**config.mk**
```make
export PLATFORM = sky130hd
export DESIGN_NAME = l2_l4_header_field_extractor_core
export DESIGN_NICKNAME = d
export VERILOG_FILES = /design/src/sv/l2x_pkg.sv /design/src/sv/l2_l4_header_field_extractor_core.sv
export VERILOG_INCLUDE_DIRS = /design/src /design/src/sv
export SDC_FILE = /design/constraint.sdc
export NUM_CORES = 1
export LEC_CHECK = 0
export BUFFER_PORTS_ARGS = -buffer_cell sky130_fd_sc_hd__buf_2
export CAP_MARGIN = 10
export CORE_ASPECT_RATIO = 1.4
export CORE_MARGIN = 2
export CORE_UTILIZATION = 55
export CTS_CLUSTER_DIAMETER = 30
export DETAILED_ROUTE_END_ITERATION = 7
export GPL_ROUTABILITY_DRIVEN = 0
export PLACE_DENSITY = 0.73
export SETUP_SLACK_MARGIN = 0.4
export SYNTH_ARGS = -nofsm -noshare
export SYNTH_HDL_FRONTEND = slang
export SYNTH_SLANG_ARGS = --single-unit
```
**constraint.sdc**
```tcl
create_clock -name aclk -period 11.3 [get_ports aclk]
set_input_delay 0.565 -clock aclk [delete_from_list [all_inputs] [get_ports aclk]]
set_output_delay 0.565 -clock aclk [all_outputs]
set_load 0.005 [all_outputs]
```
**src/sv/l2_l4_header_field_extractor_core_defines.svh**
```systemverilog
// Assertion macros shared by the extractor RTL.
`ifndef L2_L4_HEADER_FIELD_EXTRACTOR_CORE_DEFINES_SVH
`define L2_L4_HEADER_FIELD_EXTRACTOR_CORE_DEFINES_SVH

// The consequent must hold in the same cycle as the antecedent.
`define L2X_ASSERT_NOW(label, ante, cons, msg) \
    label: assert property (@(posedge aclk) disable iff (!aresetn) (ante) |-> (cons)) \
        else $error(msg);

// The consequent must hold in the cycle after the antecedent.
`define L2X_ASSERT_NEXT(label, ante, cons, msg) \
    label: assert property (@(posedge aclk) disable iff (!aresetn) (ante) |=> (cons)) \
        else $error(msg);

`endif

```
**src/sv/l2x_pkg.sv**
```systemverilog
package l2x_pkg;

    typedef enum logic [3:0] {
        PH_ETH  = 4'd0,
        PH_VLAN = 4'd1,
        PH_IP4  = 4'd2,
        PH_IP6  = 4'd3,
        PH_UDP  = 4'd4,
        PH_TCP  = 4'd5,
        PH_ICMP = 4'd6
    } phase_t;

    localparam logic [4:0] FID_DMAC     = 5'd0;
    localparam logic [4:0] FID_SMAC     = 5'd1;
    localparam logic [4:0] FID_TCI      = 5'd2;
    localparam logic [4:0] FID_IP4_SRC  = 5'd3;
    localparam logic [4:0] FID_IP4_DST  = 5'd4;
    localparam logic [4:0] FID_IP6_SRCH = 5'd5;
    localparam logic [4:0] FID_IP6_SRCL = 5'd6;
    localparam logic [4:0] FID_IP6_DSTH = 5'd7;
    localparam logic [4:0] FID_IP6_DSTL = 5'd8;
    localparam logic [4:0] FID_SPORT    = 5'd9;
    localparam logic [4:0] FID_DPORT    = 5'd10;
    localparam logic [4:0] FID_TCP_SEQ  = 5'd11;
    localparam logic [4:0] FID_TCP_ACK  = 5'd12;
    localparam logic [4:0] FID_TCP_FLG  = 5'd13;
    localparam logic [4:0] FID_ICMP_TYP = 5'd14;
    localparam logic [4:0] FID_ICMP_COD = 5'd15;
    localparam logic [4:0] FID_END      = 5'd16;

    localparam logic [1:0] L3_NONE = 2'd0;
    localparam logic [1:0] L3_IP4  = 2'd1;
    localparam logic [1:0] L3_IP6  = 2'd2;

    localparam logic [1:0] L4_NONE = 2'd0;
    localparam logic [1:0] L4_UDP  = 2'd1;
    localparam logic [1:0] L4_TCP  = 2'd2;
    localparam logic [1:0] L4_ICMP = 2'd3;

    localparam logic [1:0] ST_OK      = 2'd0;
    localparam logic [1:0] ST_TRUNC   = 2'd1;
    localparam logic [1:0] ST_BAD_LEN = 2'd2;

    localparam logic [15:0] ETYPE_VLAN = 16'h8100;
    localparam logic [15:0] ETYPE_IP4  = 16'h0800;
    localparam logic [15:0] ETYPE_IP6  = 16'h86DD;

    localparam logic [15:0] PROTO_ICMP = 16'd1;
    localparam logic [15:0] PROTO_TCP  = 16'd6;
    localparam logic [15:0] PROTO_UDP  = 16'd17;

    localparam logic [5:0] LEN_ETH  = 6'd14;
    localparam logic [5:0] LEN_VLAN = 6'd4;
    localparam logic [5:0] LEN_IP4  = 6'd20;
    localparam logic [5:0] LEN_IP6  = 6'd40;
    localparam logic [5:0] LEN_UDP  = 6'd8;
    localparam logic [5:0] LEN_TCP  = 6'd20;
    localparam logic [5:0] LEN_ICMP = 6'd8;

    localparam logic [3:0] MIN_HDR_WORDS = 4'd5;

endpackage

```
**src/sv/l2_l4_header_field_extractor_core.sv**
```systemverilog
// Streaming header parser for Ethernet, one VLAN tag, IPv4 or IPv6, and UDP, TCP or ICMP.
// One packet byte is taken in every clock cycle while s_ready is high; each request is parsed
// in the cycle it is accepted and its result, if any, appears in the output register on the
// next cycle, so the sustained rate is one byte per cycle. The only thing that slows the input
// is the single output register: s_ready is high whenever that register is empty or its request
// is being taken in the same cycle. Every packet closes with one end record; where it coincides
// with a field it follows one byte later.
`include "l2_l4_header_field_extractor_core_defines.svh"

module l2_l4_header_field_extractor_core (
    input  logic        aclk,
    input  logic        aresetn,
    input  logic        s_valid,
    output logic        s_ready,
    input  logic [7:0]  s_data_byte,
    input  logic        s_last_byte,
    output logic        m_valid,
    input  logic        m_ready,
    output logic [4:0]  m_field_id,
    output logic [63:0] m_field_value,
    output logic [1:0]  m_l3_kind,
    output logic [1:0]  m_l4_kind,
    output logic [1:0]  m_parse_status,
    output logic        m_headers_done
);

    l2x_pkg::phase_t phase_reg, phase_next;
    logic [7:0]  byte_offset_reg, byte_offset_next;
    logic [63:0] field_shift_reg, field_shift_next;
    logic [15:0] next_type_reg, next_type_next;
    logic [7:0]  hdr_end_reg, hdr_end_next;
    logic [1:0]  l3_seen_reg, l3_seen_next;
    logic [1:0]  l4_seen_reg, l4_seen_next;
    logic        skip_reg, skip_next;
    logic [5:0]  cur_len_reg, cur_len_next;

    logic        pend_valid_reg, pend_valid_next;
    logic [7:0]  pend_value_reg, pend_value_next;
    logic [1:0]  pend_l3_reg, pend_l3_next;
    logic [1:0]  pend_l4_reg, pend_l4_next;
    logic [1:0]  pend_status_reg, pend_status_next;

    logic        m_valid_reg, m_valid_next;
    logic [4:0]  m_field_id_reg, m_field_id_next;
    logic [63:0] m_field_value_reg, m_field_value_next;
    logic [1:0]  m_l3_kind_reg, m_l3_kind_next;
    logic [1:0]  m_l4_kind_reg, m_l4_kind_next;
    logic [1:0]  m_status_reg, m_status_next;
    logic        m_done_reg, m_done_next;

    logic        accept;
    logic        produce;
    logic [7:0]  rel;
    logic [63:0] shift_mid;
    logic [15:0] type_mid;
    logic [5:0]  len_mid;
    logic        have_field;
    logic        end_now;
    logic        bad;
    logic        finish;
    logic [4:0]  fid;
    logic [63:0] fval;
    logic [1:0]  status;
    logic [7:0]  e_val;
    logic [1:0]  e_l3;
    logic [1:0]  e_l4;

    assign s_ready   = !m_valid_reg || m_ready;
    assign accept    = s_valid && s_ready;
    assign rel       = byte_offset_reg - hdr_end_reg;
    assign shift_mid = {field_shift_reg[55:0], s_data_byte};

    always_comb begin
        phase_next         = phase_reg;
        byte_offset_next   = byte_offset_reg;
        field_shift_next   = field_shift_reg;
        next_type_next     = next_type_reg;
        hdr_end_next       = hdr_end_reg;
        l3_seen_next       = l3_seen_reg;
        l4_seen_next       = l4_seen_reg;
        skip_next          = skip_reg;
        cur_len_next       = cur_len_reg;
        pend_valid_next    = pend_valid_reg;
        pend_value_next    = pend_value_reg;
        pend_l3_next       = pend_l3_reg;
        pend_l4_next       = pend_l4_reg;
        pend_status_next   = pend_status_reg;
        m_valid_next       = m_valid_reg && !m_ready;
        m_field_id_next    = m_field_id_reg;
        m_field_value_next = m_field_value_reg;
        m_l3_kind_next     = m_l3_kind_reg;
        m_l4_kind_next     = m_l4_kind_reg;
        m_status_next      = m_status_reg;
        m_done_next        = m_done_reg;
        type_mid           = next_type_reg;
        len_mid            = cur_len_reg;
        have_field         = 1'b0;
        end_now            = 1'b0;
        bad                = 1'b0;
        finish             = 1'b0;
        fid                = l2x_pkg::FID_DMAC;
        fval               = '0;
        status             = l2x_pkg::ST_OK;
        produce            = 1'b0;
        e_val              = '0;
        e_l3               = '0;
        e_l4               = '0;

        if (accept) begin
            if (!skip_reg) begin
                field_shift_next = shift_mid;
                unique case (phase_reg)
                    l2x_pkg::PH_ETH: begin
                        if (rel == 8'd5) begin
                            have_field = 1'b1;
                            fid        = l2x_pkg::FID_DMAC;
                            fval       = {16'd0, shift_mid[47:0]};
                        end else if (rel == 8'd11) begin
                            have_field = 1'b1;
                            fid        = l2x_pkg::FID_SMAC;
                            fval       = {16'd0, shift_mid[47:0]};
                        end else if (rel == 8'd13) begin
                            type_mid = shift_mid[15:0];
                        end
                    end
                    l2x_pkg::PH_VLAN: begin
                        if (rel == 8'd1) begin
                            have_field = 1'b1;
                            fid        = l2x_pkg::FID_TCI;
                            fval       = {48'd0, shift_mid[15:0]};
                        end else if (rel == 8'd3) begin
                            type_mid = shift_mid[15:0];
                        end
                    end
                    l2x_pkg::PH_IP4: begin
                        if (rel == 8'd0) begin
                            if (s_data_byte[3:0] < l2x_pkg::MIN_HDR_WORDS) begin
                                bad = 1'b1;
                            end else begin
                                len_mid = {s_data_byte[3:0], 2'b00};
                            end
                        end else if (rel == 8'd9) begin
                            type_mid = {8'd0, s_data_byte};
                        end else if (rel == 8'd15) begin
                            have_field = 1'b1;
                            fid        = l2x_pkg::FID_IP4_SRC;
                            fval       = {32'd0, shift_mid[31:0]};
                        end else if (rel == 8'd19) begin
                            have_field = 1'b1;
                            fid        = l2x_pkg::FID_IP4_DST;
                            fval       = {32'd0, shift_mid[31:0]};
                        end
                    end
                    l2x_pkg::PH_IP6: begin
                        fval = shift_mid;
                        if (rel == 8'd6) begin
                            type_mid = {8'd0, s_data_byte};
                        end else if (rel == 8'd15) begin
                            have_field = 1'b1;
                            fid        = l2x_pkg::FID_IP6_SRCH;
                        end else if (rel == 8'd23) begin
                            have_field = 1'b1;
                            fid        = l2x_pkg::FID_IP6_SRCL;
                        end else if (rel == 8'd31) begin
                            have_field = 1'b1;
                            fid        = l2x_pkg::FID_IP6_DSTH;
                        end else if (rel == 8'd39) begin
                            have_field = 1'b1;
                            fid        = l2x_pkg::FID_IP6_DSTL;
                        end
                    end
                    l2x_pkg::PH_UDP: begin
                        if (rel == 8'd1) begin
                            have_field = 1'b1;
                            fid        = l2x_pkg::FID_SPORT;
                            fval       = {48'd0, shift_mid[15:0]};
                        end else if (rel == 8'd3) begin
                            have_field = 1'b1;
                            fid        = l2x_pkg::FID_DPORT;
                            fval       = {48'd0, shift_mid[15:0]};
                        end
                    end
                    l2x_pkg::PH_TCP: begin
                        if (rel == 8'd1) begin
                            have_field = 1'b1;
                            fid        = l2x_pkg::FID_SPORT;
                            fval       = {48'd0, shift_mid[15:0]};
                        end else if (rel == 8'd3) begin
                            have_field = 1'b1;
                            fid        = l2x_pkg::FID_DPORT;
                            fval       = {48'd0, shift_mid[15:0]};
                        end else if (rel == 8'd7) begin
                            have_field = 1'b1;
                            fid        = l2x_pkg::FID_TCP_SEQ;
                            fval       = {32'd0, shift_mid[31:0]};
                        end else if (rel == 8'd11) begin
                            have_field = 1'b1;
                            fid        = l2x_pkg::FID_TCP_ACK;
                            fval       = {32'd0, shift_mid[31:0]};
                        end else if (rel == 8'd12) begin
                            if (s_data_byte[7:4] < l2x_pkg::MIN_HDR_WORDS) begin
                                bad = 1'b1;
                            end else begin
                                len_mid = {s_data_byte[7:4], 2'b00};
                            end
                        end else if (rel == 8'd13) begin
                            have_field = 1'b1;
                            fid        = l2x_pkg::FID_TCP_FLG;
                            fval       = {56'd0, s_data_byte};
                        end
                    end
                    default: begin
                        if (rel == 8'd0) begin
                            have_field = 1'b1;
                            fid        = l2x_pkg::FID_ICMP_TYP;
                            fval       = {56'd0, s_data_byte};
                        end else if (rel == 8'd1) begin
                            have_field = 1'b1;
                            fid        = l2x_pkg::FID_ICMP_COD;
                            fval       = {56'd0, s_data_byte};
                        end
                    end
                endcase

                next_type_next = type_mid;
                cur_len_next   = len_mid;

                if (bad) begin
                    end_now = 1'b1;
                    status  = l2x_pkg::ST_BAD_LEN;
                end else if (rel == ({2'b00, len_mid} - 8'd1)) begin
                    hdr_end_next = byte_offset_reg + 8'd1;
                    if (phase_reg == l2x_pkg::PH_ETH || phase_reg == l2x_pkg::PH_VLAN) begin
                        if (phase_reg == l2x_pkg::PH_ETH && type_mid == l2x_pkg::ETYPE_VLAN) begin
                            phase_next   = l2x_pkg::PH_VLAN;
                            cur_len_next = l2x_pkg::LEN_VLAN;
                        end else if (type_mid == l2x_pkg::ETYPE_IP4) begin
                            phase_next   = l2x_pkg::PH_IP4;
                            cur_len_next = l2x_pkg::LEN_IP4;
                            l3_seen_next = l2x_pkg::L3_IP4;
                        end else if (type_mid == l2x_pkg::ETYPE_IP6) begin
                            phase_next   = l2x_pkg::PH_IP6;
                            cur_len_next = l2x_pkg::LEN_IP6;
                            l3_seen_next = l2x_pkg::L3_IP6;
                        end else begin
                            finish = 1'b1;
                        end
                    end else if (phase_reg == l2x_pkg::PH_IP4 || phase_reg == l2x_pkg::PH_IP6) begin
                        if (type_mid == l2x_pkg::PROTO_UDP) begin
                            phase_next   = l2x_pkg::PH_UDP;
                            cur_len_next = l2x_pkg::LEN_UDP;
                            l4_seen_next = l2x_pkg::L4_UDP;
                        end else if (type_mid == l2x_pkg::PROTO_TCP) begin
                            phase_next   = l2x_pkg::PH_TCP;
                            cur_len_next = l2x_pkg::LEN_TCP;
                            l4_seen_next = l2x_pkg::L4_TCP;
                        end else if (type_mid == l2x_pkg::PROTO_ICMP &&
                                     phase_reg == l2x_pkg::PH_IP4) begin
                            phase_next   = l2x_pkg::PH_ICMP;
                            cur_len_next = l2x_pkg::LEN_ICMP;
                            l4_seen_next = l2x_pkg::L4_ICMP;
                        end else begin
                            finish = 1'b1;
                        end
                    end else begin
                        finish = 1'b1;
                    end
                    if (finish) begin
                        end_now = 1'b1;
                        status  = l2x_pkg::ST_OK;
                    end
                end

                if (!end_now && s_last_byte) begin
                    end_now = 1'b1;
                    status  = l2x_pkg::ST_TRUNC;
                end
                if (end_now) begin
                    skip_next = 1'b1;
                end
                if (byte_offset_reg != 8'hFF) begin
                    byte_offset_next = byte_offset_reg + 8'd1;
                end
            end

            e_val = hdr_end_next;
            e_l3  = l3_seen_next;
            e_l4  = l4_seen_next;

            if (s_last_byte) begin
                phase_next       = l2x_pkg::PH_ETH;
                byte_offset_next = '0;
                field_shift_next = '0;
                next_type_next   = '0;
                hdr_end_next     = '0;
                l3_seen_next     = l2x_pkg::L3_NONE;
                l4_seen_next     = l2x_pkg::L4_NONE;
                skip_next        = 1'b0;
                cur_len_next     = l2x_pkg::LEN_ETH;
            end

            if (pend_valid_reg) begin
                produce            = 1'b1;
                m_field_id_next    = l2x_pkg::FID_END;
                m_field_value_next = {56'd0, pend_value_reg};
                m_l3_kind_next     = pend_l3_reg;
                m_l4_kind_next     = pend_l4_reg;
                m_status_next      = pend_status_reg;
                m_done_next        = 1'b1;
            end else if (have_field) begin
                produce            = 1'b1;
                m_field_id_next    = fid;
                m_field_value_next = fval;
                m_l3_kind_next     = l3_seen_reg;
                m_l4_kind_next     = l4_seen_reg;
                m_status_next      = l2x_pkg::ST_OK;
                m_done_next        = 1'b0;
            end else if (end_now) begin
                produce            = 1'b1;
                m_field_id_next    = l2x_pkg::FID_END;
                m_field_value_next = {56'd0, e_val};
                m_l3_kind_next     = e_l3;
                m_l4_kind_next     = e_l4;
                m_status_next      = status;
                m_done_next        = 1'b1;
            end

            // An end record that shares its byte with another result waits one byte.
            pend_valid_next = (pend_valid_reg || have_field) && end_now;
            if (end_now) begin
                pend_value_next  = e_val;
                pend_l3_next     = e_l3;
                pend_l4_next     = e_l4;
                pend_status_next = status;
            end

            m_valid_next = produce;
        end
    end

    always_ff @(posedge aclk) begin
        if (!aresetn) begin
            phase_reg       <= l2x_pkg::PH_ETH;
            byte_offset_reg <= '0;
            field_shift_reg <= '0;
            next_type_reg   <= '0;
            hdr_end_reg     <= '0;
            l3_seen_reg     <= l2x_pkg::L3_NONE;
            l4_seen_reg     <= l2x_pkg::L4_NONE;
            skip_reg        <= 1'b0;
            cur_len_reg     <= l2x_pkg::LEN_ETH;
            pend_valid_reg  <= 1'b0;
            m_valid_reg     <= 1'b0;
        end else begin
            phase_reg       <= phase_next;
            byte_offset_reg <= byte_offset_next;
            field_shift_reg <= field_shift_next;
            next_type_reg   <= next_type_next;
            hdr_end_reg     <= hdr_end_next;
            l3_seen_reg     <= l3_seen_next;
            l4_seen_reg     <= l4_seen_next;
            skip_reg        <= skip_next;
            cur_len_reg     <= cur_len_next;
            pend_valid_reg  <= pend_valid_next;
            m_valid_reg     <= m_valid_next;
        end
    end

    always_ff @(posedge aclk) begin
        pend_value_reg    <= pend_value_next;
        pend_l3_reg       <= pend_l3_next;
        pend_l4_reg       <= pend_l4_next;
        pend_status_reg   <= pend_status_next;
        m_field_id_reg    <= m_field_id_next;
        m_field_value_reg <= m_field_value_next;
        m_l3_kind_reg     <= m_l3_kind_next;
        m_l4_kind_reg     <= m_l4_kind_next;
        m_status_reg      <= m_status_next;
        m_done_reg        <= m_done_next;
    end

    assign m_valid        = m_valid_reg;
    assign m_field_id     = m_field_id_reg;
    assign m_field_value  = m_field_value_reg;
    assign m_l3_kind      = m_l3_kind_reg;
    assign m_l4_kind      = m_l4_kind_reg;
    assign m_parse_status = m_status_reg;
    assign m_headers_done = m_done_reg;

    `L2X_ASSERT_NOW(a_done_is_end, m_valid_reg && m_done_reg, m_field_id_reg == l2x_pkg::FID_END, "end record has wrong field id")
    `L2X_ASSERT_NOW(a_field_status_ok, m_valid_reg && !m_done_reg, m_field_id_reg != l2x_pkg::FID_END && m_status_reg == l2x_pkg::ST_OK, "field result carries end information")
    `L2X_ASSERT_NEXT(a_last_clears, accept && s_last_byte, byte_offset_reg == 8'd0 && !skip_reg && phase_reg == l2x_pkg::PH_ETH, "packet state not cleared after last byte")
    `L2X_ASSERT_NEXT(a_pend_follows_field, accept && !pend_valid_reg && have_field && end_now, pend_valid_reg && m_valid_reg && !m_done_reg, "end record not held behind field")

endmodule

```
==> summary.md <==
| Metric | Value |
|---|---|
| Status | `finished clean` |
| VDD IR max | `0.000114 V` |
| Initial antenna violation count | `0` |
| Chip width | `117 um` |
| Final Setup Violations | `0` |
| Worst Clk Skew | `16.1 ps` |
| Critical path's slowest cell | `o21ai_1` |
| Top-area cell type share of the netlist area | `0.275` |
| Crit start category | `flip-flop` |
| Post-Synth Simple-Gate Area | `0.220` |
| Total of max-cap violations | `0` |
| Wire length per cell | `18.9 um` |
| Number of enable flip-flop cells after synthesis | `90` |
| Final min period | `6000 ps` |
| Worst slew pin tran | `1080 ps` |
| RSZ-0062 raised after global routing | `no` |
| Clk slew on worst S/H paths | `80 ps` |
| Die area | `19,000 um^2` |
| CP max stage delay | `760 ps` |
| Initial Utilization | `0.563` |
| CP dominant cell by count | `inv_1` |
| Adder-cell share of the synthesized area | `0.0148` |
| Largest area contributor in the netlist | `edfxtp_1` |
| Vias in the first global route | `7,472` |
| Final hold violation count | `0` |
| Cell area after synthesis | `9840 um^2` |
| Overall global routing resource usage | `0.265` |
| Post-CTS sizing | `0` |
| Port Buffers | `90` |
| Max Fclk | `0.167 GHz` |
| Number of hold buffers added after cts | `0` |
| Yosys cell types | `91` |
| Power, Total | `1.43 mW` |
| Post-Place Cells | `1,270` |
| ANT nets after route | `0` |
| Synthesized area per cell | `9.84 um^2` |
| First-pass detailed-route iteration total | `6` |
| Syn Nets | `1,024` |
| Largest net degree at the start of global routing | `77` |
| I/O pin cnt | `91` |
| # diodes | `0` |
| Max_slew headroom | `0.279` |
| Synthesis-to-layout area growth | `12.0%` |
| DPL Wire Length | `17,300 um` |
| Total clock sinks | `194` |
| Setup Total Neg Slack | `0 ps` |
| Rows | `57` |
| First-pass GRT wire length | `39,300 um` |
| Crit. End Element | `flip-flop` |
| DR vias/cell | `6.21` |
| Xor and xnor area share after synthesis | `0.0148` |
| Initial DRC count | `1,008` |
| Fillers | `1,472` |
| Combinational family with the most area after synthesis | `simple AND/OR/NAND/NOR gates` |
| Compound-gate portion of the synthesized area | `0.204` |
| Total grt overflow | `0` |
| Vias post-DR | `8,082` |
| Fraction of registers with async set/reset | `0` |
| Die height | `162 um` |
| Clk buf depth | `2` |
| Clk root buf | `clkbuf_16` |
| Top cells by count, synth | `120 x nor2_1, 104 x dfxtp_1, 90 x edfxtp_1` |
| Core area | `17,500 um^2` |
| Ratio of cells with drive above 1 in the final layout | `0.162` |
| Critical setup path kind | `flip-flop to flip-flop` |
| CTS Buf Count | `17` |
| Most frequently used flop master after synthesis | `dfxtp_1` |
| Synth area leaders | `edfxtp_1 27%, dfxtp_1 21%, a22oi_1 5.8%, nor2_1 4.6%, and2_1 3.9%` |
| Worst hold path type | `flip-flop to flip-flop` |
| Layout Cells excl Fill | `1,302` |
| Setup bufs post-CTS | `0` |
| Synthesized flop and latch total | `194` |
| Crit-path max FO | `76` |
| Final max-slew violation count | `0` |
| Clock Latency Late Sink | `430 ps` |
| Leak | `3.91 nW` |
| CTS tree | `done` |
| Synth Instances | `1,000` |
| Most common cell in the netlist | `nor2_1` |
| Layout Nets | `1,077` |
| Tcrit/Tclk final | `0.531` |
| Post-synthesis sequential area ratio | `0.486` |
| Number of flip-flops under the largest register name | `64` |
| Crit-path cells | `inv_1 -> ha_1 -> inv_1 -> fa_1 -> a211oi_1 -> or2_1 -> and2_1 -> nor4_1 -> or2_2 -> o21ai_1 -> a22o_1 -> o21ai_0 -> a41oi_1 -> o211a_1 -> nor3_1 -> o21ai_4 -> buf_4` |
| Post-route DRC | `0` |
| Syn. warnings | `0` |
| H-tree depth | `4` |
| WP data required | `11,350 ps` |
| Routed wire length | `24,600 um` |
| CP arrival | `6050 ps` |
| Power per cell area | `130 nW/um^2` |
| Mux contribution to synthesized area | `0.0270` |
[metal layers]
| metal | up-vias | share of wire | GRT usage |
|---|---|---|---|
| met3 | 49 | 0.059 | 0.0410 |
| li1 | 3856 | - | - |
| met4 | 0 | 0.024 | 0.0861 |
| met1 | 3808 | 0.41 | 0.344 |
| met2 | 369 | 0.51 | 0.449 |
| met5 | - | 0 | 0 |
[through the flow]
step | utilization | area [um^2] | setup slack (ps) | hold slack, ps
after CTS | 0.631 | 11000 | 5390 | 488
after global placement | 0.596 | 10400 | 5540 | 474
after detailed placement | 0.596 | 10400 | 5460 | 475
final | 0.631 | 11000 | 5300 | 494
after floorplan | - | 9840 | 1550 | 455
after global routing | 0.631 | 11000 | 4790 | 493
[critical path, delay by kind of cell (launching register included)]
family          cells  cell delay, ps
flops               1             350
compound gates      7            2370
simple gates        5            1350
buf+inv             3             870
fa+ha+maj           2             610
[final cells by class]
| cell class | instances | area [um^2] | share of cell area |
|---|---|---|---|
| Inverter | 19 | 71.3 | 0.00647 |
| Timing Repair Buffer | 98 | 510 | 0.0463 |
| Multi-Input combinational cell | 723 | 4750 | 0.431 |
| Sequential cell | 194 | 4780 | 0.434 |
| Clock buffer | 18 | 429 | 0.0389 |
| Clock inverter | 14 | 183 | 0.0166 |
| Tap cell | 236 | 295 | 0.0268 |
[worst paths after layout]
kind,start,endpoint,slack (ps),cells after the start
worst min-delay path,field_shift_reg[50],field_shift_reg[50],490,2
worst max-delay path,byte_offset_reg[0],m_field_value[0],5300,17
worst max register to register,byte_offset_reg[0],m_field_value[0],5300,17
worst min register to register,field_shift_reg[50],field_shift_reg[50],490,2
[power breakdown]
group | total [mW] | switching, mW | leakage (nW) | internal [mW]
clock | 0.601 | 0.298 | 0.294 | 0.303
combinational | 0.0767 | 0.0558 | 1.92 | 0.0209
sequential | 0.752 | 0.00618 | 1.69 | 0.746
[layout by cell type, fill, tap and decap left out, types with 9 or more instances in the layout]
master,Yosys,routed
nand2_1,54,54
a32o_1,11,11
and2_1,61,61
clkbuf_16,0,17
nor2_1,120,119
nand2b_1,11,11
and3_1,12,12
a21oi_1,36,36
ha_1,10,10
o31ai_1,9,9
inv_1,18,18
dfxtp_1,104,104
xnor2_1,9,9
o21ai_0,39,38
nor3_1,23,23
edfxtp_1,90,90
nor2b_1,30,30
a22oi_1,76,76
mux2i_1,12,12
or3_1,9,9
buf_2,6,90
nand3_1,25,25
[logic make-up (layout without fill, tap and decap cells)]
group	Yosys count	in the layout
adders and majority gates	11	11
buffers and inverters	83	149
DFF	194	194
muxes	23	23
AOI/OAI and AO/OA	270	270
xor gates and xnor gates	15	15
and+or+nand+nor	404	404
Note: power is estimated with default switching activity, not from simulation.
